`config.mk`:
```
export PLATFORM = sky130hd
export DESIGN_NAME = binary_to_bcd_converter
export DESIGN_NICKNAME = d
export VERILOG_FILES = /design/src/sv/bcd_pkg.sv /design/src/sv/bcd_dabble.sv /design/src/sv/binary_to_bcd_converter.sv
export SDC_FILE = /design/constraint.sdc
export NUM_CORES = 1
export LEC_CHECK = 0
export BUFFER_PORTS_ARGS = -buffer_cell sky130_fd_sc_hd__buf_2
export CORE_MARGIN = 4
export CORE_UTILIZATION = 41
export DETAILED_ROUTE_END_ITERATION = 8
export HOLD_SLACK_MARGIN = 0.05
export MAX_ROUTING_LAYER = met4
export SETUP_SLACK_MARGIN = 0.5
export SYNTH_ARGS = -nofsm -noshare
export SYNTH_HDL_FRONTEND = slang
export SYNTH_SLANG_ARGS = --single-unit
```
`constraint.sdc`:
```
create_clock -name clk_i -period 4.7 [get_ports clk_i]
set_input_delay 1.41 -clock clk_i [delete_from_list [all_inputs] [get_ports clk_i]]
set_output_delay 1.41 -clock clk_i [all_outputs]
set_load 0.02 [all_outputs]
```
`src/sv/bcd_pkg.sv`:
```
// ----------------------------------------------------------------------------
// bcd_pkg: shared types and constants of the binary to BCD converter
// Holds the digit register geometry, the default byte limit and the control
// bundle that drives the digit shift register.
// ----------------------------------------------------------------------------
package bcd_pkg;

  // Geometry of the decimal digit register.
  localparam int unsigned NumDigits  = 20;
  localparam int unsigned NumPairs   = NumDigits / 2;
  localparam int unsigned DigitW     = 4;
  localparam int unsigned PairW      = 2 * DigitW;
  localparam int unsigned PairIdxW   = $clog2(NumPairs);
  localparam int unsigned ByteW      = 8;
  localparam int unsigned BitCntW    = $clog2(ByteW);

  // Default limit on bytes per number.
  localparam int unsigned MaxBytesDef = 8;

  // A digit of this value or more gets the correction added before a shift.
  localparam logic [DigitW-1:0] DabbleLimit = 4'd5;
  localparam logic [DigitW-1:0] DabbleAdd   = 4'd3;

  // Control bundle from the sequencer to the digit shift register.
  typedef struct packed {
    logic load;   // Capture a new input byte.
    logic shift;  // Take one bit of the byte into the digits.
    logic clear;  // Return the digits to zero.
  } dabble_ctrl_t;

  typedef logic [NumPairs-1:0][PairW-1:0] pair_vec_t;

endpackage

```
`src/sv/bcd_dabble.sv`:
```
// ----------------------------------------------------------------------------
// bcd_dabble: bit-serial double dabble digit register
// Holds the current byte in a shift register and, while shift is set, moves
// one bit per cycle, MSB first, into twenty BCD digits with the add-three rule.
// ----------------------------------------------------------------------------
module bcd_dabble (
  input  logic                       clk_i,
  input  logic                       rst_ni,
  input  bcd_pkg::dabble_ctrl_t      ctrl_i,
  input  logic [bcd_pkg::ByteW-1:0]  byte_i,
  output bcd_pkg::pair_vec_t         pairs_o
);
  import bcd_pkg::*;

  logic [ByteW-1:0]                   byte_d, byte_q;
  logic [NumDigits-1:0][DigitW-1:0]   dig_d, dig_q;
  logic [NumDigits-1:0][DigitW-1:0]   adj;
  logic [NumDigits-1:0][DigitW-1:0]   shifted;

  // Byte shift register; a new byte may load on the last shift of the previous one.
  always_comb begin
    byte_d = byte_q;
    if (ctrl_i.load) begin
      byte_d = byte_i;
    end else if (ctrl_i.shift) begin
      byte_d = {byte_q[ByteW-2:0], 1'b0};
    end
  end

  always_ff @(posedge clk_i) begin
    byte_q <= byte_d;
  end

  // Correct every digit of five or more, then shift the whole register by one bit.
  always_comb begin
    for (int d = 0; d < NumDigits; d++) begin
      adj[d] = (dig_q[d] >= DabbleLimit) ? dig_q[d] + DabbleAdd : dig_q[d];
    end
    shifted[0] = {adj[0][DigitW-2:0], byte_q[ByteW-1]};
    for (int d = 1; d < NumDigits; d++) begin
      shifted[d] = {adj[d][DigitW-2:0], adj[d-1][DigitW-1]};
    end
  end

  always_comb begin
    dig_d = dig_q;
    if (ctrl_i.clear) begin
      dig_d = '0;
    end else if (ctrl_i.shift) begin
      dig_d = shifted;
    end
  end

  always_ff @(posedge clk_i or negedge rst_ni) begin
    if (!rst_ni) begin
      dig_q <= '0;
    end else begin
      dig_q <= dig_d;
    end
  end

  // Present the digits as packed pairs, low digit in the low nibble.
  always_comb begin
    for (int p = 0; p < NumPairs; p++) begin
      pairs_o[p] = {dig_q[2*p+1], dig_q[2*p]};
    end
  end

endmodule

```
`src/sv/binary_to_bcd_converter.sv`:
```
// ----------------------------------------------------------------------------
// binary_to_bcd_converter: streaming binary to packed BCD converter
// Sequencer, significance scan and output register around the digit register.
// ----------------------------------------------------------------------------
// A number arrives as a run of bytes, most significant first, ending with
// tlast. Each byte is shifted one bit per cycle into the double dabble digit
// register, and the next byte is taken on the last of those shifts. After the
// last byte a scan walks the ten digit pairs from the top, one per cycle, to
// find the significant ones; then the pairs leave least significant first,
// one beat per cycle while the sink is ready. Bytes beyond MAX_BYTES are
// dropped and raise the overflow flag in tuser on every pair of that number.
// No input is taken while a result is scanned or sent.
module binary_to_bcd_converter #(
  parameter int unsigned MAX_BYTES = bcd_pkg::MaxBytesDef
) (
  input  logic        clk_i,
  input  logic        rst_ni,
  // Input beat: tdata = data_byte[7:0]; tlast = last_byte.
  input  logic        s_axis_tvalid_i,
  output logic        s_axis_tready_o,
  input  logic [7:0]  s_axis_tdata_i,
  input  logic        s_axis_tlast_i,
  // Output beat: tdata = bcd_pair[7:0], pair_index[11:8], pair_count[15:12];
  // tlast = last_pair; tuser = overflow.
  output logic        m_axis_tvalid_o,
  input  logic        m_axis_tready_i,
  output logic [15:0] m_axis_tdata_o,
  output logic        m_axis_tlast_o,
  output logic        m_axis_tuser_o
);
  import bcd_pkg::*;

  localparam int unsigned BytesW = $clog2(MAX_BYTES + 1);

  localparam logic [1:0] StIdle  = 2'd0;
  localparam logic [1:0] StShift = 2'd1;
  localparam logic [1:0] StScan  = 2'd2;
  localparam logic [1:0] StEmit  = 2'd3;

  logic [1:0]          state_d, state_q;
  logic [BitCntW-1:0]  bit_d, bit_q;
  logic [BytesW-1:0]   bytes_d, bytes_q;
  logic                last_d, last_q;
  logic                ovf_d, ovf_q;
  logic [PairIdxW-1:0] scan_d, scan_q;
  logic [PairIdxW-1:0] idx_d, idx_q;
  logic [PairIdxW-1:0] cnt_d, cnt_q;
  logic [PairW-1:0]    pair_d, pair_q;
  logic                vld_d, vld_q;

  logic                in_fire, out_fire, take, hit, done, out_last;
  logic                shift_end;
  logic [PairIdxW-1:0] idx_nxt;
  dabble_ctrl_t        ctrl;
  pair_vec_t           pairs;

  assign shift_end = (state_q == StShift) && (bit_q == BitCntW'(ByteW - 1));
  assign s_axis_tready_o = (state_q == StIdle) || (shift_end && !last_q);
  assign in_fire  = s_axis_tvalid_i && s_axis_tready_o;
  assign take     = in_fire && (bytes_q < BytesW'(MAX_BYTES));
  assign out_fire = vld_q && m_axis_tready_i;
  assign idx_nxt  = idx_q + 1'b1;
  assign out_last = (idx_nxt == cnt_q);
  assign done     = out_fire && out_last;
  assign hit      = (pairs[scan_q] != '0) || (scan_q == '0);

  assign ctrl.load  = take;
  assign ctrl.shift = (state_q == StShift);
  assign ctrl.clear = done;

  bcd_dabble u_dabble (
    .clk_i   (clk_i),
    .rst_ni  (rst_ni),
    .ctrl_i  (ctrl),
    .byte_i  (s_axis_tdata_i),
    .pairs_o (pairs)
  );

  // Sequencer: byte intake, bit shifting, significance scan and pair output.
  always_comb begin
    state_d = state_q;
    bit_d   = bit_q;
    bytes_d = bytes_q;
    last_d  = last_q;
    ovf_d   = ovf_q;
    scan_d  = PairIdxW'(NumPairs - 1);
    idx_d   = idx_q;
    cnt_d   = cnt_q;
    pair_d  = pair_q;
    vld_d   = vld_q;

    if (state_q == StShift) begin
      bit_d = bit_q + 1'b1;
    end

    // A byte beat taken in idle or on the last shift cycle of a byte.
    if (in_fire) begin
      last_d = s_axis_tlast_i;
      if (take) begin
        bytes_d = bytes_q + 1'b1;
        bit_d   = '0;
        state_d = StShift;
      end else begin
        ovf_d   = 1'b1;
        state_d = s_axis_tlast_i ? StScan : StIdle;
      end
    end else if (shift_end) begin
      state_d = last_q ? StScan : StIdle;
    end

    case (state_q)
      StScan: begin
        if (hit) begin
          cnt_d   = scan_q + 1'b1;
          idx_d   = '0;
          pair_d  = pairs[0];
          vld_d   = 1'b1;
          state_d = StEmit;
        end else begin
          scan_d = scan_q - 1'b1;
        end
      end
      StEmit: begin
        if (done) begin
          vld_d   = 1'b0;
          bytes_d = '0;
          ovf_d   = 1'b0;
          last_d  = 1'b0;
          state_d = StIdle;
        end else if (out_fire) begin
          idx_d  = idx_nxt;
          pair_d = pairs[idx_nxt];
        end
      end
      default: begin
      end
    endcase
  end

  always_ff @(posedge clk_i or negedge rst_ni) begin
    if (!rst_ni) begin
      state_q <= StIdle;
      bit_q   <= '0;
      bytes_q <= '0;
      last_q  <= 1'b0;
      ovf_q   <= 1'b0;
      scan_q  <= PairIdxW'(NumPairs - 1);
      vld_q   <= 1'b0;
    end else begin
      state_q <= state_d;
      bit_q   <= bit_d;
      bytes_q <= bytes_d;
      last_q  <= last_d;
      ovf_q   <= ovf_d;
      scan_q  <= scan_d;
      vld_q   <= vld_d;
    end
  end

  // Output payload registers.
  always_ff @(posedge clk_i) begin
    idx_q  <= idx_d;
    cnt_q  <= cnt_d;
    pair_q <= pair_d;
  end

  assign m_axis_tvalid_o = vld_q;
  assign m_axis_tdata_o  = {cnt_q, idx_q, pair_q};
  assign m_axis_tlast_o  = out_last;
  assign m_axis_tuser_o  = ovf_q;

endmodule

```
==> results of run 1 <==
==> per-layer routing <==
metal  track usage (%)  vias up
met5                 -        -
met4              6.23        0
met2              27.8      139
li1                  -     2911
met1              26.5     2874
met3              3.57       29
==> cell families (layout without fill, tap and decap cells) <==
logic type / count (synthesis) / count (layout)
mux: 46 / 46
simple gates: 281 / 281
flops: 120 / 120
fa+ha+maj: 46 / 46
compound gates: 194 / 194
buf+inv: 84 / 117
xor+xnor: 50 / 50
==> state kept, by name, summed over array words and instances (netlist names) <==
signal	flops
bit_q	3
bytes_q	4
cnt_q	4
idx_q	4
last_q	1
m_axis_tuser_o	1
m_axis_tvalid_o	1
pair_q	8
scan_q	4
state_q	2
u_dabble.byte_q	8
u_dabble.pairs_o	80
==> area by class of cell <==
| type | count | area, um2 | share of cell area [%] |
|---|---|---|---|
| Multi-Input combinational cell | 617 | 4150 | 48.3 |
| Sequential cell | 120 | 3130 | 36.4 |
| Clock buffer | 17 | 425 | 4.95 |
| Tap cell | 229 | 287 | 3.34 |
| Timing Repair Buffer | 39 | 240 | 2.80 |
| Clock inverter | 15 | 191 | 2.23 |
| Inverter | 46 | 173 | 2.01 |
==> critical path: stages (launching register included) <==
cell       delay (ns)
edfxtp_1         0.41
ha_1             0.23
xor2_2           0.17
buf_4            0.20
and2_1           0.18
o2111ai_2        0.34
inv_1            0.11
buf_2            0.18
==> power by group <==
part           switching [uW]  internal, uW  total, uW
Clock                     528           844       1370
Sequential                637          1550       2190
Combinational            1750          1400       3150
==> Yosys cell counts (2+ instances only) <==
master / instances / area [um2]
mux2i_1: 20 / 200
nand3_1: 28 / 140
buf_2: 14 / 70.1
clkbuf_1: 20 / 75.1
nand4b_1: 2 / 17.5
a21oi_1: 105 / 526
a211oi_1: 6 / 45.0
or4_1: 2 / 15.0
mux4_1: 2 / 52.6
nor4_1: 9 / 56.3
o211ai_1: 3 / 22.5
edfxtp_1: 24 / 721
nor3_1: 30 / 150
nand4_1: 2 / 12.5
o21ai_0: 62 / 310
and2_1: 17 / 106
inv_1: 46 / 173
nor2_1: 84 / 315
nand2b_1: 25 / 156
buf_4: 2 / 15.0
nor2b_1: 3 / 18.8
nand2_1: 71 / 267
mux2_2: 10 / 113
nor3b_1: 2 / 15.0
a2bb2oi_1: 5 / 43.8
mux4_2: 14 / 315
dfrtp_1: 94 / 2350
xnor2_1: 25 / 219
dfstp_2: 2 / 52.6
buf_6: 2 / 22.5
ha_1: 46 / 576
xor2_1: 23 / 201
o22ai_1: 2 / 12.5
==> worst max-delay path by stage <==
stage / start / to / cells past startpoint
floorplan: idx_q[0] / idx_q[0] / 6
finish: idx_q[1] / m_axis_tlast_o / 7
CTS: idx_q[1] / m_axis_tlast_o / 7
detailed placement: s_axis_tvalid_i / u_dabble.byte_q[4] / 4
global route: idx_q[1] / m_axis_tlast_o / 7
global placement: s_axis_tvalid_i / u_dabble.byte_q[3] / 4
==> stage by stage <==
step	std cells	hold slack [ns]	power, uW
finish	1083	0.502	6710
global placement	1051	0.486	5300
global route	1083	0.562	7300
floorplan	821	0.481	4540
detailed placement	1051	0.492	5340
CTS	1083	0.508	6740
==> flow_metrics.py, run 1 <==
metrics = {
    "status": {
        "status": "completed",
    },
    "detailed_routing": {
        "wl_per_cell_um": 16.6,
        "met1_length_mm": 8.95,
        "highest_layer": "met4",
        "drtAntennaViolNets": 0,
        "vias": 5953,
        "drt-total-wl_mm": 18.0,
        "drc": 0,
        "drt_iter0_markers": 512,
        "wl_met3_um": 667,
        "met2RoutedLength_mm": 7.97,
        "firstDrtPassIters": 5,
        "avgViaCountPerCell": 5.50,
    },
    "global_routing": {
        "grt_pass1_vias": 5721,
        "grt_pass1_wl_mm": 30.4,
        "antenna_found_initial": 0,
        "grtUsageTotal_pct": 18.9,
        "overflow": 0,
        "grt_max_degree": 61,
    },
    "power_and_ir_drop": {
        "ir_drop_mv": 0.320,
        "power_density_nw_per_um2": 781,
        "p_leak_uw": 0.00366,
    },
    "worst_setup_path": {
        "cp.arrival_ns": 2.24,
        "worst-setup-path-type": "reg -> out",
        "critPathLaunchType": "register",
        "critPathRequiredTime_ns": 3.29,
        "r2r_slack_ns": 1.80,
        "timing.rr.start": "idx_q[1]",
        "reg2reg_depth": 7,
        "worstPathMaxFanout": 15,
        "rr_endpoint": "idx_q[0]",
        "worstSetupEndpointType": "primary output",
    },
    "layout": {
        "diodes": 0,
        "nets": 900,
        "final_common_cell": "a21oi_1",
        "layout_common_cells": "a21oi_1 (105), dfrtp_1 (94), nor2_1 (84)",
        "nFillCells": 1708,
        "utilization_pct": 47.5,
        "area_growth_pct": 12.9,
        "drive_gt1_share_pct": 12.4,
        "final_area_um2": 8590,
    },
    "sta": {
        "fmax_ghz": 0.274,
        "final_hold_viol_count": 0,
        "post-route-period-util_pct": 77.6,
        "tns_ns": 0,
        "worst_clock_skew_ns": 0.0122,
        "setup_slack_ns": 1.05,
        "rsz0062_at_grt": "false",
        "finalSetupViolations": 0,
        "worst_slew_pin_slew_ns": 0.997,
        "period_minus_slack_ns": 3.65,
        "relSlewSlack_pct": 33.5,
        "maxSlewViolCount": 0,
    },
    "cts": {
        "htreeDepth": 4,
        "post_cts_buffers": 0,
        "ctsResizeCount": 0,
        "cts-root-buf": "clkbuf_16",
        "hold_buffers": 0,
        "clkSinkCount": 120,
        "clock_latency_ns": 0.42,
        "tritoncts": "done",
        "cts_buffer_depth": 2,
        "clk_pin_slew_ns": 0.06,
        "cts_made_buffers": 17,
    },
    "floorplan": {
        "num_rows": 49,
        "die_x_um": 144,
        "start_util_pct": 42.0,
        "die-area_um2": 20800,
        "core_um2": 18100,
        "pin_count": 33,
        "fp.dieH_um": 144,
    },
    "synth": {
        "synthCells": 821,
        "synth_mux_area_share_pct": 8.95,
        "yosys_register_bits": 120,
        "synth_xor_area_share_pct": 6.06,
        "synth_compound_area_share_pct": 14.2,
        "yosys_most_used_dff": "dfrtp_1",
        "synthArstFlopShare_pct": 80.0,
        "synth_top_family_by_area": "simple AND/OR/NAND/NOR gates",
        "yosysSeqAreaShare_pct": 41.1,
        "synth_cell_types": 52,
        "synth-edff-count": 24,
        "synth_area_um2": 7600,
        "synth.avg_cell_area_um2": 9.26,
        "synth_warnings": 0,
        "synth_fp_nets": 880,
        "synth_adder_area_share_pct": 7.57,
        "yosys.area_share.simple_pct": 17.4,
    },
    "min_path": {
        "hold_path_end": "m_axis_tuser_o",
        "hp-start": "m_axis_tuser_o",
        "whs_path_depth": 2,
        "hp-class": "reg -> reg",
    },
    "placement": {
        "placed_cell_area_um2": 7970,
        "post-place-ws_ns": 1.43,
        "hpwl_mm": 12.0,
        "place.gp.congestion": 0.842,
        "port_buffers": 32,
    },
    "run": {
        "drv_cap": 0,
    },
}
Power figures use the tool's default switching activity.
==> run 2, diff against run 1 <==
==> constraint.sdc (replaced) <==
create_clock -name clk_i -period 3.37 [get_ports clk_i]
set_input_delay 1.011 -clock clk_i [delete_from_list [all_inputs] [get_ports clk_i]]
set_output_delay 1.011 -clock clk_i [all_outputs]
set_load 0.02 [all_outputs]
==> run 2 against run 1 <==
  * Global-route usage grew 0.10 points
  * Clock power is 33% higher
  * Sequential cell count stayed put
  * Final cell count is 0.65% higher
  * Die area unchanged
  * Largest cell class unchanged
==> flow_metrics.py, run 2 (synthesized netlist as in run 1, its figures left out) <==
metrics = {
    "min_path": {
        "hold_path_end": "m_axis_tuser_o",
        "hp-start": "m_axis_tuser_o",
        "hp-class": "reg -> reg",
        "whs_path_depth": 2,
    },
    "cts": {
        "htreeDepth": 4,
        "clkSinkCount": 120,
        "clock_latency_ns": 0.42,
        "clk_pin_slew_ns": 0.06,
        "cts_buffer_depth": 2,
        "cts_made_buffers": 17,
        "cts-root-buf": "clkbuf_16",
        "tritoncts": "done",
        "hold_buffers": 0,
    },
    "global_routing": {
        "overflow": 0,
        "grtUsageTotal_pct": 19.0,
        "grt_max_degree": 81,
        "grt_pass1_wl_mm": 30.5,
        "grt_pass1_vias": 5815,
        "antenna_found_initial": 0,
    },
    "layout": {
        "diodes": 0,
        "nets": 907,
        "largest_reg_flops": 80,
        "nFillCells": 1658,
        "layout_common_cells": "a21oi_1 (105), dfrtp_1 (94), nor2_1 (84)",
        "final_common_cell": "a21oi_1",
        "area_growth_pct": 14.3,
        "drive_gt1_share_pct": 13.0,
    },
    "detailed_routing": {
        "vias": 6054,
        "drt-total-wl_mm": 18.3,
        "wl_per_cell_um": 16.8,
        "drc": 0,
        "drtAntennaViolNets": 0,
        "avgViaCountPerCell": 5.55,
        "firstDrtPassIters": 5,
        "drt_iter0_markers": 468,
    },
    "worst_setup_path": {
        "timing.rr.start": "idx_q[0]",
        "crit_slowest_cell": "edfxtp_1",
        "critPathLaunchType": "register",
        "crit_chain": "ha_2 > xor2_2 > and2_4 > o2111ai_4 > inv_2 > buf_6",
        "cp.arrival_ns": 1.85,
        "max_stage_delay_ns": 0.45,
        "worstSetupEndpointType": "primary output",
        "critPathRequiredTime_ns": 2.36,
        "reg2reg_depth": 6,
        "worst-setup-path-type": "reg -> out",
        "rr_endpoint": "pair_q[1]",
        "r2r_slack_ns": 0.82,
        "worstPathMaxFanout": 3,
    },
    "sta": {
        "fmax_ghz": 0.349,
        "tns_ns": 0,
        "final_hold_viol_count": 0,
        "worst_clock_skew_ns": 0.00581,
        "post-route-period-util_pct": 85.0,
        "worst_slew_pin_slew_ns": 0.920,
        "period_minus_slack_ns": 2.87,
        "maxSlewViolCount": 0,
        "relSlewSlack_pct": 38.7,
        "rsz0062_at_grt": "true",
        "finalSetupViolations": 0,
    },
    "status": {
        "status": "completed",
    },
    "floorplan": {
        "num_rows": 49,
        "core_um2": 18100,
        "fp.dieH_um": 144,
        "die_x_um": 144,
        "pin_count": 33,
        "die-area_um2": 20800,
        "start_util_pct": 42.0,
    },
    "power_and_ir_drop": {
        "power_density_nw_per_um2": 1090,
        "p_leak_uw": 0.00370,
        "power_uw": 9480,
        "ir_drop_mv": 0.456,
    },
    "placement": {
        "port_buffers": 32,
        "place.gp.congestion": 0.901,
        "hpwl_mm": 12.1,
    },
    "run": {
        "drv_cap": 0,
    },
}
==> run 2: how the worst max path moves through the flow <==
stage,from,to,slack [ns],depth (start not counted)
after floorplan,idx_q[0],idx_q[0],0.57,6
after global placement,idx_q[0],m_axis_tlast_o,0.67,6
after detailed placement,idx_q[0],m_axis_tlast_o,0.66,6
after CTS,idx_q[0],m_axis_tlast_o,0.50,6
after global routing,idx_q[0],m_axis_tlast_o,0.43,6
final,idx_q[0],m_axis_tlast_o,0.50,6
==> run 2: worst max-delay path: cells and delay by family (launching register included) <==
family | cells | cell delay [ns]
AO/OA/AOI/OAI | 1 | 0.20
XOR/XNOR | 1 | 0.19
adder cells (fa/ha/maj) | 1 | 0.24
flip-flops | 1 | 0.45
AND/OR/NAND/NOR | 1 | 0.16
buffers and inverters | 2 | 0.20
==> run 2: timing repair <==
| item | CTS | global route |
|---|---|---|
| pin swaps | 2 | 3 |
| setup buffers | 1 | 2 |
| gates resized for setup | 7 | 3 |
| endpoints found under the setup margin | 1 | 1 |
| cloned | 0 | 1 |
==> run 2: area by class of cell <==
class | count | area, um2 | area share [%]
flip-flops and latches | 120 | 3130 | 35.9
multi-input cells | 617 | 4170 | 47.9
inverters | 46 | 173 | 1.99
clock buffers | 18 | 429 | 4.94
repair buffers | 46 | 354 | 4.07
well taps | 229 | 287 | 3.30
clock inverters | 14 | 158 | 1.81
==> run 2: metrics by stage <==
stage / hold slack [ns] / setup WS [ns] / instances / instance area [um2] / utilization [%]
after floorplan: 0.481 / 0.574 / 821 / 7610 / -
after global placement: 0.488 / 0.671 / 1054 / 8020 / 44.3
after detailed placement: 0.496 / 0.664 / 1054 / 8020 / 44.3
after CTS: 0.506 / 0.501 / 1087 / 8640 / 47.8
after global routing: 0.525 / 0.432 / 1090 / 8690 / 48.1
final: 0.501 / 0.504 / 1090 / 8690 / 48.1
==> run 2: power breakdown <==
group,leakage [uW],switching [uW],internal (uW)
combinational,0.00197,2500,2090
clock,0.000272,672,1150
sequential,0.00146,897,2170
==> run 2: metal layers <==
layer | up-vias | routed length [um] | GRT usage (%)
li1 | 2925 | - | -
met1 | 2986 | 8790 | 26.3
met2 | 124 | 8500 | 28.8
met3 | 19 | 752 | 3.54
met4 | 0 | 221 | 5.45
met5 | - | 0 | -
==> run 3, diff against run 2 <==
--- a/config.mk
+++ b/config.mk
@@ -6,11 +6,10 @@
 export NUM_CORES = 1
 export LEC_CHECK = 0
 export BUFFER_PORTS_ARGS = -buffer_cell sky130_fd_sc_hd__buf_2
-export CORE_MARGIN = 4
 export CORE_UTILIZATION = 41
 export DETAILED_ROUTE_END_ITERATION = 8
 export HOLD_SLACK_MARGIN = 0.05
-export MAX_ROUTING_LAYER = met4
+export PLACE_DENSITY = 0.54
 export SETUP_SLACK_MARGIN = 0.5
 export SYNTH_ARGS = -nofsm -noshare
 export SYNTH_HDL_FRONTEND = slang
==> run 3 against run 2 <==
  * The run now ends with DRC left
  * Clock power is 2% higher
  * Clock skew is 0.0014 ns higher
  * Die area fell by 8.1%
  * Sequential cell count unchanged
  * Maximum frequency grew 0.80%
  * Register-to-register slack lost 0.16 ns
  * Sequential power about the same
  * Critical endpoint unchanged
  * Largest cell class unchanged
==> flow_metrics.py, run 3 (synthesized netlist as in run 1, its figures left out) <==
metrics = {
    "detailed_routing": {
        "vias": 6112,
        "drt-total-wl_mm": 18.6,
        "avgViaCountPerCell": 5.61,
        "wl_per_cell_um": 17.1,
        "firstDrtPassIters": 6,
        "drt_iter0_markers": 404,
        "drtAntennaViolNets": 0,
        "drc": 8,
    },
    "sta": {
        "period_minus_slack_ns": 2.84,
        "final_hold_viol_count": 0,
        "worst_slew_pin_slew_ns": 1.07,
        "finalSetupViolations": 0,
        "worst_clock_skew_ns": 0.00716,
        "maxSlewViolCount": 0,
        "rsz0062_at_grt": "true",
        "post-route-period-util_pct": 84.4,
        "tns_ns": 0,
        "relSlewSlack_pct": 28.7,
        "fmax_ghz": 0.352,
        "timing.hold.ws_ns": 0.490,
    },
    "layout": {
        "area_growth_pct": 14.6,
        "utilization_pct": 48.2,
        "layout_common_cells": "a21oi_1 (105), dfrtp_1 (94), nor2_1 (83)",
        "nets": 907,
        "drive_gt1_share_pct": 13.6,
        "diodes": 0,
        "final_common_cell": "a21oi_1",
        "largest_reg_flops": 80,
        "final_area_um2": 8710,
    },
    "worst_setup_path": {
        "worst-setup-path-type": "reg -> out",
        "crit_slowest_cell": "edfxtp_1",
        "critPathLaunchType": "register",
        "worstPathMaxFanout": 3,
        "critPathRequiredTime_ns": 2.36,
        "r2r_slack_ns": 0.66,
        "crit_chain": "ha_2 > xor2_2 > and2_4 > o2111ai_4 > inv_2 > buf_6",
        "reg2reg_depth": 7,
        "timing.rr.start": "idx_q[0]",
        "cp.arrival_ns": 1.83,
        "max_stage_delay_ns": 0.45,
        "critPathLaunch": "idx_q[0]",
        "rr_endpoint": "idx_q[0]",
        "worstSetupEndpointType": "primary output",
    },
    "placement": {
        "port_buffers": 32,
        "place.gp.congestion": 0.805,
        "hpwl_mm": 12.6,
        "placed_cell_area_um2": 8010,
    },
    "power_and_ir_drop": {
        "ir_drop_mv": 0.434,
        "p_leak_uw": 0.00373,
        "power_density_nw_per_um2": 1100,
    },
    "floorplan": {
        "start_util_pct": 42.0,
        "core_um2": 18100,
        "die_x_um": 138,
        "die-area_um2": 19100,
        "num_rows": 49,
        "fp.dieH_um": 138,
        "pin_count": 33,
    },
    "status": {
        "violations": "DRC",
        "status": "finished with violations",
    },
    "min_path": {
        "hold_path_end": "m_axis_tuser_o",
        "whs_path_depth": 2,
        "hp-start": "m_axis_tuser_o",
        "hp-class": "reg -> reg",
    },
    "cts": {
        "clock_latency_ns": 0.42,
        "htreeDepth": 4,
        "cts-root-buf": "clkbuf_16",
        "cts_buffer_depth": 2,
        "cts_made_buffers": 17,
        "tritoncts": "done",
        "clk_pin_slew_ns": 0.06,
        "clkSinkCount": 120,
    },
    "global_routing": {
        "grtUsageTotal_pct": 20.8,
        "grt_max_degree": 97,
        "grt_pass1_wl_mm": 31.2,
        "overflow": 0,
        "antenna_found_initial": 0,
        "grt_pass1_vias": 5984,
    },
    "run": {
        "drv_cap": 0,
    },
}
-- run 3: worst max path at each step --
stage / slack (ns) / endpoint
finish: 0.53 / m_axis_tlast_o
global route: 0.45 / m_axis_tlast_o
CTS: 0.50 / m_axis_tlast_o
detailed placement: 0.55 / pair_q[6]
global placement: 0.69 / m_axis_tlast_o
floorplan: 0.57 / idx_q[0]
-- run 3: cell type report --
type                    instances  area, um2
fillers                      1679       9370
multi-input cells             617       4160
flip-flops and latches        120       3130
clock buffers                  19        453
repair buffers                 46        362
well taps                     229        287
inverters                      46        173
clock inverters                13        150
-- run 3: worst max-delay path, delay by kind of cell, from the launching register on --
kind                       cells  cell delay, ns
AOI/OAI and AO/OA              1            0.19
xor gates and xnor gates       1            0.19
and+or+nand+nor                1            0.16
buffers and inverters          2            0.19
adders and majority gates      1            0.24
DFF                            1            0.45
-- run 3: report_power, final --
group	internal [uW]	leakage, uW	switching [uW]
logic	2100	0.00197	2490
registers	2170	0.00146	921
clock network	1190	0.000307	667
total	5460	0.00373	4080
-- run 3: per-layer routing --
layer | share of wire [%] | GRT usage [%] | up-vias
met4 | 3.3 | 10.1 | 0
met3 | 3.8 | 3.64 | 43
met5 | 0 | 0 | -
li1 | - | - | 2942
met1 | 46 | 27.3 | 2979
met2 | 47 | 33.5 | 148
-- run 3: timing repair --
| item | CTS | global route |
|---|---|---|
| endpoints found under the hold margin | 0 | 0 |
| cloned | 1 | 0 |
| resized for setup | 10 | 0 |
| pin swaps | 2 | 2 |
| endpoints found under the setup margin | 1 | 7 |
| hold buffers | 0 | 0 |
| setup buffers | 3 | 1 |
-- run 3: per-stage QoR --
| stage | instances | setup WS, ns | power, uW |
|---|---|---|---|
| floorplan | 821 | 0.574 | 6340 |
| global placement | 1053 | 0.692 | 7370 |
| detailed placement | 1053 | 0.551 | 7570 |
| CTS | 1089 | 0.500 | 9610 |
| global route | 1090 | 0.449 | 10300 |
| finish | 1090 | 0.527 | 9540 |
